**src/rtl/extended_gcd_bezout_top_assert.svh**
```systemverilog
// assertion macros shared by the gcd datapath modules
`ifndef EXTENDED_GCD_BEZOUT_TOP_ASSERT_SVH
`define EXTENDED_GCD_BEZOUT_TOP_ASSERT_SVH

// same-cycle implication, checked outside reset
`define EGCD_ASSERT_NOW(label, pre, post) \
  label: assert property (@(posedge clk) disable iff (!rst_n) (pre) |-> (post)) \
    else $error("egcd assertion failed");

// next-cycle implication, checked outside reset
`define EGCD_ASSERT_NEXT(label, pre, post) \
  label: assert property (@(posedge clk) disable iff (!rst_n) (pre) |=> (post)) \
    else $error("egcd assertion failed");

`endif

```
**src/rtl/egcd_pkg.sv**
```systemverilog
package egcd_pkg;

  localparam int DATA_WIDTH = 32;
  localparam int GCD_W      = DATA_WIDTH - 1;
  localparam int CNT_W      = $clog2(DATA_WIDTH);

  typedef logic [DATA_WIDTH-1:0] word_t;

  // controls for the coefficient datapath
  typedef struct packed {
    logic init;
    logic mul_x;
    logic mul_y;
    logic upd_y;
  } coeff_ctrl_t;

  typedef enum logic [6:0] {
    S_IDLE  = 7'b0000001,
    S_START = 7'b0000010,
    S_DIV   = 7'b0000100,
    S_MULX  = 7'b0001000,
    S_MULY  = 7'b0010000,
    S_UPDY  = 7'b0100000,
    S_FIN   = 7'b1000000
  } state_t;

endpackage

```
**src/rtl/egcd_in_if.sv**
```systemverilog
interface egcd_in_if import egcd_pkg::*; ();
  logic                         valid;
  logic                         ready;
  logic signed [DATA_WIDTH-1:0] first_value;
  logic signed [DATA_WIDTH-1:0] second_value;

  modport source (output valid, output first_value, output second_value, input ready);
  modport sink   (input valid, input first_value, input second_value, output ready);
endinterface

```
**src/rtl/egcd_out_if.sv**
```systemverilog
interface egcd_out_if import egcd_pkg::*; ();
  logic                         valid;
  logic                         ready;
  logic        [GCD_W-1:0]      gcd_value;
  logic signed [DATA_WIDTH-1:0] coeff_first;
  logic signed [DATA_WIDTH-1:0] coeff_second;

  modport source (output valid, output gcd_value, output coeff_first, output coeff_second,
                  input ready);
  modport sink   (input valid, input gcd_value, input coeff_first, input coeff_second,
                  output ready);
endinterface

```
**src/rtl/egcd_divider.sv**
```systemverilog
`include "extended_gcd_bezout_top_assert.svh"

module egcd_divider import egcd_pkg::*; (
  input  logic  clk,
  input  logic  rst_n,
  input  logic  start,
  input  word_t dividend,
  input  word_t divisor,
  output logic  done,
  output word_t quo,
  output word_t rem
);

  logic             busy_r, busy_nxt;
  logic             done_r, done_nxt;
  logic [CNT_W-1:0] cnt_r, cnt_nxt;
  word_t            rem_r, rem_nxt;
  word_t            quo_r, quo_nxt;
  word_t            divisor_r, divisor_nxt;
  logic [DATA_WIDTH:0] shifted;
  logic [DATA_WIDTH:0] diff;

  // one restoring step per cycle, quotient bits shift in from the right
  always_comb begin
    busy_nxt    = busy_r;
    done_nxt    = 1'b0;
    cnt_nxt     = cnt_r;
    rem_nxt     = rem_r;
    quo_nxt     = quo_r;
    divisor_nxt = divisor_r;
    shifted     = {rem_r, quo_r[DATA_WIDTH-1]};
    diff        = shifted - {1'b0, divisor_r};
    if (start) begin
      busy_nxt    = 1'b1;
      cnt_nxt     = '0;
      rem_nxt     = '0;
      quo_nxt     = dividend;
      divisor_nxt = divisor;
    end else if (busy_r) begin
      if (!diff[DATA_WIDTH]) begin
        rem_nxt = diff[DATA_WIDTH-1:0];
      end else begin
        rem_nxt = shifted[DATA_WIDTH-1:0];
      end
      quo_nxt = {quo_r[DATA_WIDTH-2:0], ~diff[DATA_WIDTH]};
      cnt_nxt = cnt_r + 1'b1;
      if (cnt_r == CNT_W'(DATA_WIDTH - 1)) begin
        busy_nxt = 1'b0;
        done_nxt = 1'b1;
      end
    end
  end

  always_ff @(posedge clk) begin
    if (!rst_n) begin
      busy_r <= 1'b0;
      done_r <= 1'b0;
      cnt_r  <= '0;
    end else begin
      busy_r <= busy_nxt;
      done_r <= done_nxt;
      cnt_r  <= cnt_nxt;
    end
  end

  always_ff @(posedge clk) begin
    rem_r     <= rem_nxt;
    quo_r     <= quo_nxt;
    divisor_r <= divisor_nxt;
  end

  assign done = done_r;
  assign quo  = quo_r;
  assign rem  = rem_r;

  `EGCD_ASSERT_NOW(a_done_idle, done_r, !busy_r)
  `EGCD_ASSERT_NEXT(a_last_step_done, busy_r && !start && cnt_r == CNT_W'(DATA_WIDTH - 1), done_r)
  `EGCD_ASSERT_NOW(a_rem_below_divisor, done_r, rem_r < divisor_r)

endmodule

```
**src/rtl/egcd_coeff.sv**
```systemverilog
module egcd_coeff import egcd_pkg::*; (
  input  logic        clk,
  input  coeff_ctrl_t ctrl,
  input  word_t       quot,
  output word_t       prev_x,
  output word_t       prev_y
);

  word_t prev_x_r, prev_x_nxt;
  word_t cur_x_r, cur_x_nxt;
  word_t prev_y_r, prev_y_nxt;
  word_t cur_y_r, cur_y_nxt;
  word_t prod_r, prod_nxt;
  word_t mul_op;

  // one shared multiplier, low half only (coefficients wrap mod 2^width)
  assign mul_op   = ctrl.mul_y ? cur_y_r : cur_x_r;
  assign prod_nxt = quot * mul_op;

  always_comb begin
    prev_x_nxt = prev_x_r;
    cur_x_nxt  = cur_x_r;
    prev_y_nxt = prev_y_r;
    cur_y_nxt  = cur_y_r;
    if (ctrl.init) begin
      prev_x_nxt = word_t'(1);
      cur_x_nxt  = '0;
      prev_y_nxt = '0;
      cur_y_nxt  = word_t'(1);
    end else if (ctrl.mul_y) begin
      prev_x_nxt = cur_x_r;
      cur_x_nxt  = prev_x_r - prod_r;
    end else if (ctrl.upd_y) begin
      prev_y_nxt = cur_y_r;
      cur_y_nxt  = prev_y_r - prod_r;
    end
  end

  always_ff @(posedge clk) begin
    prev_x_r <= prev_x_nxt;
    cur_x_r  <= cur_x_nxt;
    prev_y_r <= prev_y_nxt;
    cur_y_r  <= cur_y_nxt;
    if (ctrl.mul_x || ctrl.mul_y) begin
      prod_r <= prod_nxt;
    end
  end

  assign prev_x = prev_x_r;
  assign prev_y = prev_y_r;

endmodule

```
**src/rtl/extended_gcd_bezout_top.sv**
```systemverilog
// from input accept to out valid, the sequencer makes one pass per euclid division step (at most 45)
// each pass is a radix-2 division of the magnitudes, then sign fix and coefficient update
// the input is ready only while the sequencer is idle, so it works on one item at a time
// the result sits in an output register, so a new item is taken while it waits
// reset: synchronous active-low rst_n clears the sequencer, divider control and out valid
`include "extended_gcd_bezout_top_assert.svh"

module extended_gcd_bezout_top import egcd_pkg::*; (
  input  logic              clk,
  input  logic              rst_n,
  egcd_in_if.sink           in_ch,
  egcd_out_if.source        out_ch
);

  state_t state_r, state_nxt;

  // remainder pair of the euclid recurrence, two's complement
  word_t prev_rv_r, prev_rv_nxt;
  word_t cur_rv_r, cur_rv_nxt;
  // signed quotient and remainder of the current step
  word_t q_r, q_nxt;
  word_t r_r, r_nxt;

  logic  prev_neg, cur_neg;
  word_t prev_mag, cur_mag;
  logic  div_start;
  logic  div_done;
  word_t div_quo, div_rem;

  coeff_ctrl_t cctrl;
  word_t       prev_x, prev_y;

  // output register
  logic             out_valid_r, out_valid_nxt;
  logic [GCD_W-1:0] gcd_r;
  word_t            cf_r, cs_r;
  logic             load_out;
  word_t            neg_gcd, neg_x, neg_y;

  assign prev_neg = prev_rv_r[DATA_WIDTH-1];
  assign cur_neg  = cur_rv_r[DATA_WIDTH-1];
  // magnitude as unsigned, so the most negative value maps to 2^(w-1)
  assign prev_mag = prev_neg ? (word_t'(0) - prev_rv_r) : prev_rv_r;
  assign cur_mag  = cur_neg ? (word_t'(0) - cur_rv_r) : cur_rv_r;

  assign div_start = (state_r == S_START) && (cur_rv_r != '0);

  egcd_divider u_div (
    .clk      (clk),
    .rst_n    (rst_n),
    .start    (div_start),
    .dividend (prev_mag),
    .divisor  (cur_mag),
    .done     (div_done),
    .quo      (div_quo),
    .rem      (div_rem)
  );

  egcd_coeff u_coeff (
    .clk    (clk),
    .ctrl   (cctrl),
    .quot   (q_r),
    .prev_x (prev_x),
    .prev_y (prev_y)
  );

  assign in_ch.ready = (state_r == S_IDLE);
  assign load_out    = (state_r == S_FIN) && (!out_valid_r || out_ch.ready);

  // sequencer
  always_comb begin
    state_nxt   = state_r;
    prev_rv_nxt = prev_rv_r;
    cur_rv_nxt  = cur_rv_r;
    q_nxt       = q_r;
    r_nxt       = r_r;
    cctrl       = '0;
    case (state_r)
      S_IDLE: begin
        if (in_ch.valid) begin
          prev_rv_nxt = in_ch.first_value;
          cur_rv_nxt  = in_ch.second_value;
          cctrl.init  = 1'b1;
          state_nxt   = S_START;
        end
      end
      S_START: begin
        // zero remainder ends the recurrence
        if (cur_rv_r == '0) begin
          state_nxt = S_FIN;
        end else begin
          state_nxt = S_DIV;
        end
      end
      S_DIV: begin
        if (div_done) begin
          // truncating division: quotient sign from both, remainder from dividend
          q_nxt     = (prev_neg ^ cur_neg) ? (word_t'(0) - div_quo) : div_quo;
          r_nxt     = prev_neg ? (word_t'(0) - div_rem) : div_rem;
          state_nxt = S_MULX;
        end
      end
      S_MULX: begin
        cctrl.mul_x = 1'b1;
        state_nxt   = S_MULY;
      end
      S_MULY: begin
        cctrl.mul_y = 1'b1;
        state_nxt   = S_UPDY;
      end
      S_UPDY: begin
        cctrl.upd_y = 1'b1;
        prev_rv_nxt = cur_rv_r;
        cur_rv_nxt  = r_r;
        state_nxt   = S_START;
      end
      S_FIN: begin
        if (load_out) begin
          state_nxt = S_IDLE;
        end
      end
      default: begin
        state_nxt = S_IDLE;
      end
    endcase
  end

  // negative gcd flips all three results
  assign neg_gcd = word_t'(0) - prev_rv_r;
  assign neg_x   = word_t'(0) - prev_x;
  assign neg_y   = word_t'(0) - prev_y;

  always_comb begin
    out_valid_nxt = out_valid_r;
    if (load_out) begin
      out_valid_nxt = 1'b1;
    end else if (out_ch.ready) begin
      out_valid_nxt = 1'b0;
    end
  end

  always_ff @(posedge clk) begin
    if (!rst_n) begin
      state_r     <= S_IDLE;
      out_valid_r <= 1'b0;
    end else begin
      state_r     <= state_nxt;
      out_valid_r <= out_valid_nxt;
    end
  end

  always_ff @(posedge clk) begin
    prev_rv_r <= prev_rv_nxt;
    cur_rv_r  <= cur_rv_nxt;
    q_r       <= q_nxt;
    r_r       <= r_nxt;
    if (load_out) begin
      gcd_r <= prev_neg ? neg_gcd[GCD_W-1:0] : prev_rv_r[GCD_W-1:0];
      cf_r  <= prev_neg ? neg_x : prev_x;
      cs_r  <= prev_neg ? neg_y : prev_y;
    end
  end

  assign out_ch.valid        = out_valid_r;
  assign out_ch.gcd_value    = gcd_r;
  assign out_ch.coeff_first  = cf_r;
  assign out_ch.coeff_second = cs_r;

  `EGCD_ASSERT_NOW(a_fin_zero_rem, state_r == S_FIN, cur_rv_r == '0)
  `EGCD_ASSERT_NOW(a_done_in_div, div_done, state_r == S_DIV)
  `EGCD_ASSERT_NOW(a_rem_sign, state_r == S_UPDY, (r_r == '0) || (r_r[DATA_WIDTH-1] == prev_neg))

endmodule
```
**src/flat_wrapper.sv**
```systemverilog
// flat-port wrapper written by rule: the top's interface ports become plain ports
module extended_gcd_bezout_top_flat import egcd_pkg::*;
  (clk, rst_n, in_ch_valid, in_ch_first_value, in_ch_second_value, in_ch_ready, out_ch_valid, out_ch_gcd_value, out_ch_coeff_first, out_ch_coeff_second, out_ch_ready);
  egcd_in_if in_ch_i ();
  egcd_out_if out_ch_i ();
  input  logic clk;
  input  logic rst_n;
  input wire logic [$bits(in_ch_i.valid)-1:0] in_ch_valid;
  input wire logic [$bits(in_ch_i.first_value)-1:0] in_ch_first_value;
  input wire logic [$bits(in_ch_i.second_value)-1:0] in_ch_second_value;
  output wire logic [$bits(in_ch_i.ready)-1:0] in_ch_ready;
  output wire logic [$bits(out_ch_i.valid)-1:0] out_ch_valid;
  output wire logic [$bits(out_ch_i.gcd_value)-1:0] out_ch_gcd_value;
  output wire logic [$bits(out_ch_i.coeff_first)-1:0] out_ch_coeff_first;
  output wire logic [$bits(out_ch_i.coeff_second)-1:0] out_ch_coeff_second;
  input wire logic [$bits(out_ch_i.ready)-1:0] out_ch_ready;
  assign in_ch_i.valid = in_ch_valid;
  assign in_ch_i.first_value = in_ch_first_value;
  assign in_ch_i.second_value = in_ch_second_value;
  assign in_ch_ready = in_ch_i.ready;
  assign out_ch_valid = out_ch_i.valid;
  assign out_ch_gcd_value = out_ch_i.gcd_value;
  assign out_ch_coeff_first = out_ch_i.coeff_first;
  assign out_ch_coeff_second = out_ch_i.coeff_second;
  assign out_ch_i.ready = out_ch_ready;
  extended_gcd_bezout_top u_core (.clk(clk), .rst_n(rst_n), .in_ch(in_ch_i), .out_ch(out_ch_i));
endmodule
```
**config.mk**
```make
export PLATFORM = sky130hd
export DESIGN_NAME = extended_gcd_bezout_top_flat
export DESIGN_NICKNAME = d
export VERILOG_FILES = /design/src/rtl/egcd_pkg.sv /design/src/rtl/egcd_in_if.sv /design/src/rtl/egcd_out_if.sv /design/src/rtl/egcd_divider.sv /design/src/rtl/egcd_coeff.sv /design/src/rtl/extended_gcd_bezout_top.sv /design/src/flat_wrapper.sv
export VERILOG_INCLUDE_DIRS = /design/src /design/src/rtl
export SDC_FILE = /design/constraint.sdc
export NUM_CORES = 2
export LEC_CHECK = 0
export CORE_ASPECT_RATIO = 0.5
export CORE_UTILIZATION = 55
export CTS_BUF_LIST = sky130_fd_sc_hd__clkbuf_4 sky130_fd_sc_hd__clkbuf_8 sky130_fd_sc_hd__clkbuf_16
export CTS_CLUSTER_SIZE = 8
export DETAILED_ROUTE_END_ITERATION = 6
export DONT_BUFFER_PORTS = 1
export PLACE_DENSITY_LB_ADDON = 0.1
export SLEW_MARGIN = 20
export SYNTH_ARGS = -nofsm -noshare
export SYNTH_HDL_FRONTEND = slang
export SYNTH_SLANG_ARGS = --single-unit
export TNS_END_PERCENT = 1
```
**constraint.sdc**
```tcl
create_clock -name clk -period 18.02 [get_ports clk]
set_input_delay 0.901 -clock clk [delete_from_list [all_inputs] [get_ports clk]]
set_output_delay 0.901 -clock clk [all_outputs]
set_load 0.01 [all_outputs]
```
==> qor.yml <==
cap_viol_max_count: 0
rsz0062_at_grt: "no"
num_io_pins: 165
synth_cell_types: 73
finalPower_mw: 3.536
power.leakage_nw: 19.61
ys_async_sr_fraction_pct: 0
clkTransAtPathRegs_ns: 0.06
htreeDepth: 3
finalMaxSlewViolations: 0
area_delta_synth_final_pct: 7.790
hp-class: "input port to flop"
row_count: 70
hpwl_um: 88350
cts_tree: "built"
skew_ns: 0.02096
clock_sinks: 494
reg2reg_slack_ns: 8.27
avgSynthCellArea_um2: 9.402
drt_pre_antenna_iters: 6
synth-seq-cells: 494
critPathTopFamily: "adder cells"
antenna_cells: 0
core_area_um2: 74010
worstMarginPinSlew_ns: 1.117
crit_path_max_incr_delay_ns: 0.72
finalSetupViolCount: 0
cts.path.max_buffers: 3
crit_path_max_fanout: 49
slowest_stage: "nand2_1"
synth-edff-count: 319
timing.rr.start: "u_core.state_r[4]$_SDFFE_PN0P_"
fp.dieH_um: 196.7
synthFlopType: "edfxtp_1"
syn_area_um2: 41680
arrival_ns: 10.10
post_cts_buffers: 0
clock.fmax_mhz: 102.6
ctsRootBufferMaster: "clkbuf_16"
drive_gt1_share_pct: 4.645
die_x_um: 391.3
start_kind: "flop"
required_ns: 18.37
routed_wl_um: 118100
ys.warnings.count: 0
first_iter_violations: 2488
final_nets: 5062
cts_hold_buf: 0
period_minus_slack_ns: 9.746
grt_pass1_vias: 31452
ys_seq_area_share_pct: 31.39
crit_path_frequent_cell: "fa_1"
startpoint: "u_core.state_r[4]$_SDFFE_PN0P_"
ir_drop_uv: 87.25
outcome: "finished, final reports clean"
globalplace.congestion: 0.9770
track_usage_pct: 31.30
tns_ns: 0
p_per_area_nw_per_um2: 78.70
hold_viol: 0
grt_first_pass_wirelength_um: 183700
final.period_utilization_pct: 54.08
cp-end-kind: "flop"
initial_core_util_pct: 56.32
via_per_inst: 5.799
max-slew-margin-rel_pct: 24.86
drc: 0
min_from: "rst_n"
antenna_found_initial: 1
port_buffers: 0
grt-ovfl-total: 0
cts_resized: 0
syn-num-nets: 5137
wl_per_cell_um: 21.79
numCtsBuffers: 72
synth_cells: 4433
crit_type: "flop to flop"
ant_nets: 0
worstSkewPairLatency_ns: 0.61
grt_max_degree: 91
critPathBufInv: 3
vias: 31435
die_area_um2: 76960
-- cell type report --
class	instances	area, µm²
clock buffers	122	2212
inverters	486	1824
well taps	1008	1261
repair buffers	44	342.8
flip-flops and latches	494	13090
clock inverters	7	100.1
fillers	6382	29080
multi-input cells	3260	26100
-- state kept, by name, indices dropped and copies added (netlist names) --
register                    flops
u_core.u_div.divisor_r         32
u_core.out_ch.valid             1
u_core.u_coeff.prev_x          32
u_core.u_div.cnt_r              5
u_core.q_r                     32
u_core.u_div.rem               32
u_core.u_coeff.cur_x_r         32
u_core.u_div.quo               32
u_core.u_div.busy_r             1
u_core.u_coeff.prod_r          32
u_core.state_r                  7
u_core.u_div.done               1
u_core.cur_rv_r                32
u_core.u_coeff.prev_y          32
u_core.u_coeff.cur_y_r         32
u_core.out_ch.coeff_first      32
u_core.out_ch.gcd_value        31
u_core.r_r                     32
u_core.prev_rv_r               32
u_core.out_ch.coeff_second     32
-- cells in the mapped netlist, types with 6 or more instances --
| cell | instances | area (µm²) |
|---|---|---|
| o31a_1 | 7 | 61.31 |
| a21boi_0 | 12 | 90.09 |
| o21bai_1 | 10 | 75.07 |
| inv_1 | 483 | 1813 |
| nor3_1 | 36 | 180.2 |
| ha_1 | 225 | 2815 |
| o21ai_0 | 148 | 740.7 |
| or2_2 | 7 | 43.79 |
| a211oi_1 | 29 | 217.7 |
| o31ai_1 | 50 | 375.4 |
| and2_1 | 335 | 2096 |
| nand2_1 | 842 | 3161 |
| o22ai_1 | 17 | 106.4 |
| nor4_1 | 20 | 125.1 |
| nand3_1 | 44 | 220.2 |
| o41ai_1 | 23 | 201.4 |
| a31oi_1 | 22 | 137.6 |
| o211ai_1 | 8 | 60.06 |
| or4_1 | 25 | 187.7 |
| buf_1 | 15 | 56.30 |
| a211o_1 | 9 | 78.83 |
| a21oi_1 | 228 | 1141 |
| nor2b_1 | 30 | 187.7 |
| o21a_1 | 24 | 180.2 |
| and3_1 | 15 | 93.84 |
| fa_1 | 411 | 8228 |
| xor2_1 | 69 | 604.3 |
| dfxtp_1 | 175 | 3503 |
| nand2b_1 | 37 | 231.5 |
| a21o_1 | 63 | 473.0 |
| edfxtp_1 | 319 | 9579 |
| a22oi_1 | 6 | 45.04 |
| or3_1 | 31 | 193.9 |
| xnor2_1 | 261 | 2286 |
| nor2_1 | 113 | 424.2 |
| nand4_1 | 11 | 68.82 |
| mux2i_1 | 23 | 230.2 |
| nand3b_1 | 6 | 45.04 |
| clkbuf_1 | 176 | 660.6 |
-- cells in the final DEF (no fill, tap or decap), types with 11 or more instances in the layout --
master	n
a211oi_1	29
a21boi_0	12
a21o_1	63
a21oi_1	228
a31oi_1	22
and2_1	334
and3_1	15
buf_4	43
clkbuf_16	74
clkbuf_4	48
dfxtp_1	174
edfxtp_1	319
fa_1	411
ha_1	225
inv_1	483
mux2i_1	23
nand2_1	840
nand2b_1	37
nand3_1	44
nand4_1	11
nor2_1	112
nor2b_1	29
nor3_1	36
nor4_1	20
o21a_1	24
o21ai_0	148
o22ai_1	17
o31ai_1	50
o41ai_1	23
or3_1	31
or4_1	25
xnor2_1	261
xor2_1	68
-- metal layers --
metal | track usage, % | routed length [µm] | share of wire (%)
met3 | 4.608 | 8124 | 6.9
met4 | 10.12 | 3891 | 3.3
met1 | 44.19 | 52310 | 44
met5 | 0 | 0 | 0
met2 | 49.77 | 53810 | 46
-- worst paths after layout --
check	end	cells past startpoint
hold / removal	u_core.state_r[2]$_SDFFE_PN0P_	1
hold reg to reg	u_core.u_coeff.prev_x[15]$_SDFFE_PP0P_	2
setup reg to reg	u_core.u_coeff.prod_r[31]$_DFFE_PP_	27
setup / recovery	u_core.u_coeff.prod_r[31]$_DFFE_PP_	27
-- per-stage QoR --
stage	instances	utilization, %	worst slack, ns	hold slack (ns)	area (µm²)
5_1_grt	5421	60.71	7.716	0.3895	44930
3_3_place_gp	5291	57.54	8.714	0.4364	42590
6_report	5421	60.71	8.274	0.4122	44930
4_1_cts	5421	60.69	8.364	0.3800	44920
3_5_place_dp	5292	57.57	8.418	0.4438	42610
2_1_floorplan	4433	-	9.590	0.4308	41680
-- cell families after synthesis --
logic type                 synth area share [%]
and+or+nand+nor                           17.86
AOI/OAI and AO/OA                         10.43
buffers and inverters                     6.121
adders and majority gates                 26.49
DFF                                       31.39
xor gates and xnor gates                  7.096
muxes                                    0.6064
-- report_power, final --
part	switching, mW	leakage [nW]	total, mW	internal (mW)
combinational	0.437	14.1	0.740	0.303
clock	0.524	1.18	1.36	0.840
sequential	0.108	4.34	1.43	1.32
Power figures use the tool's default switching activity.
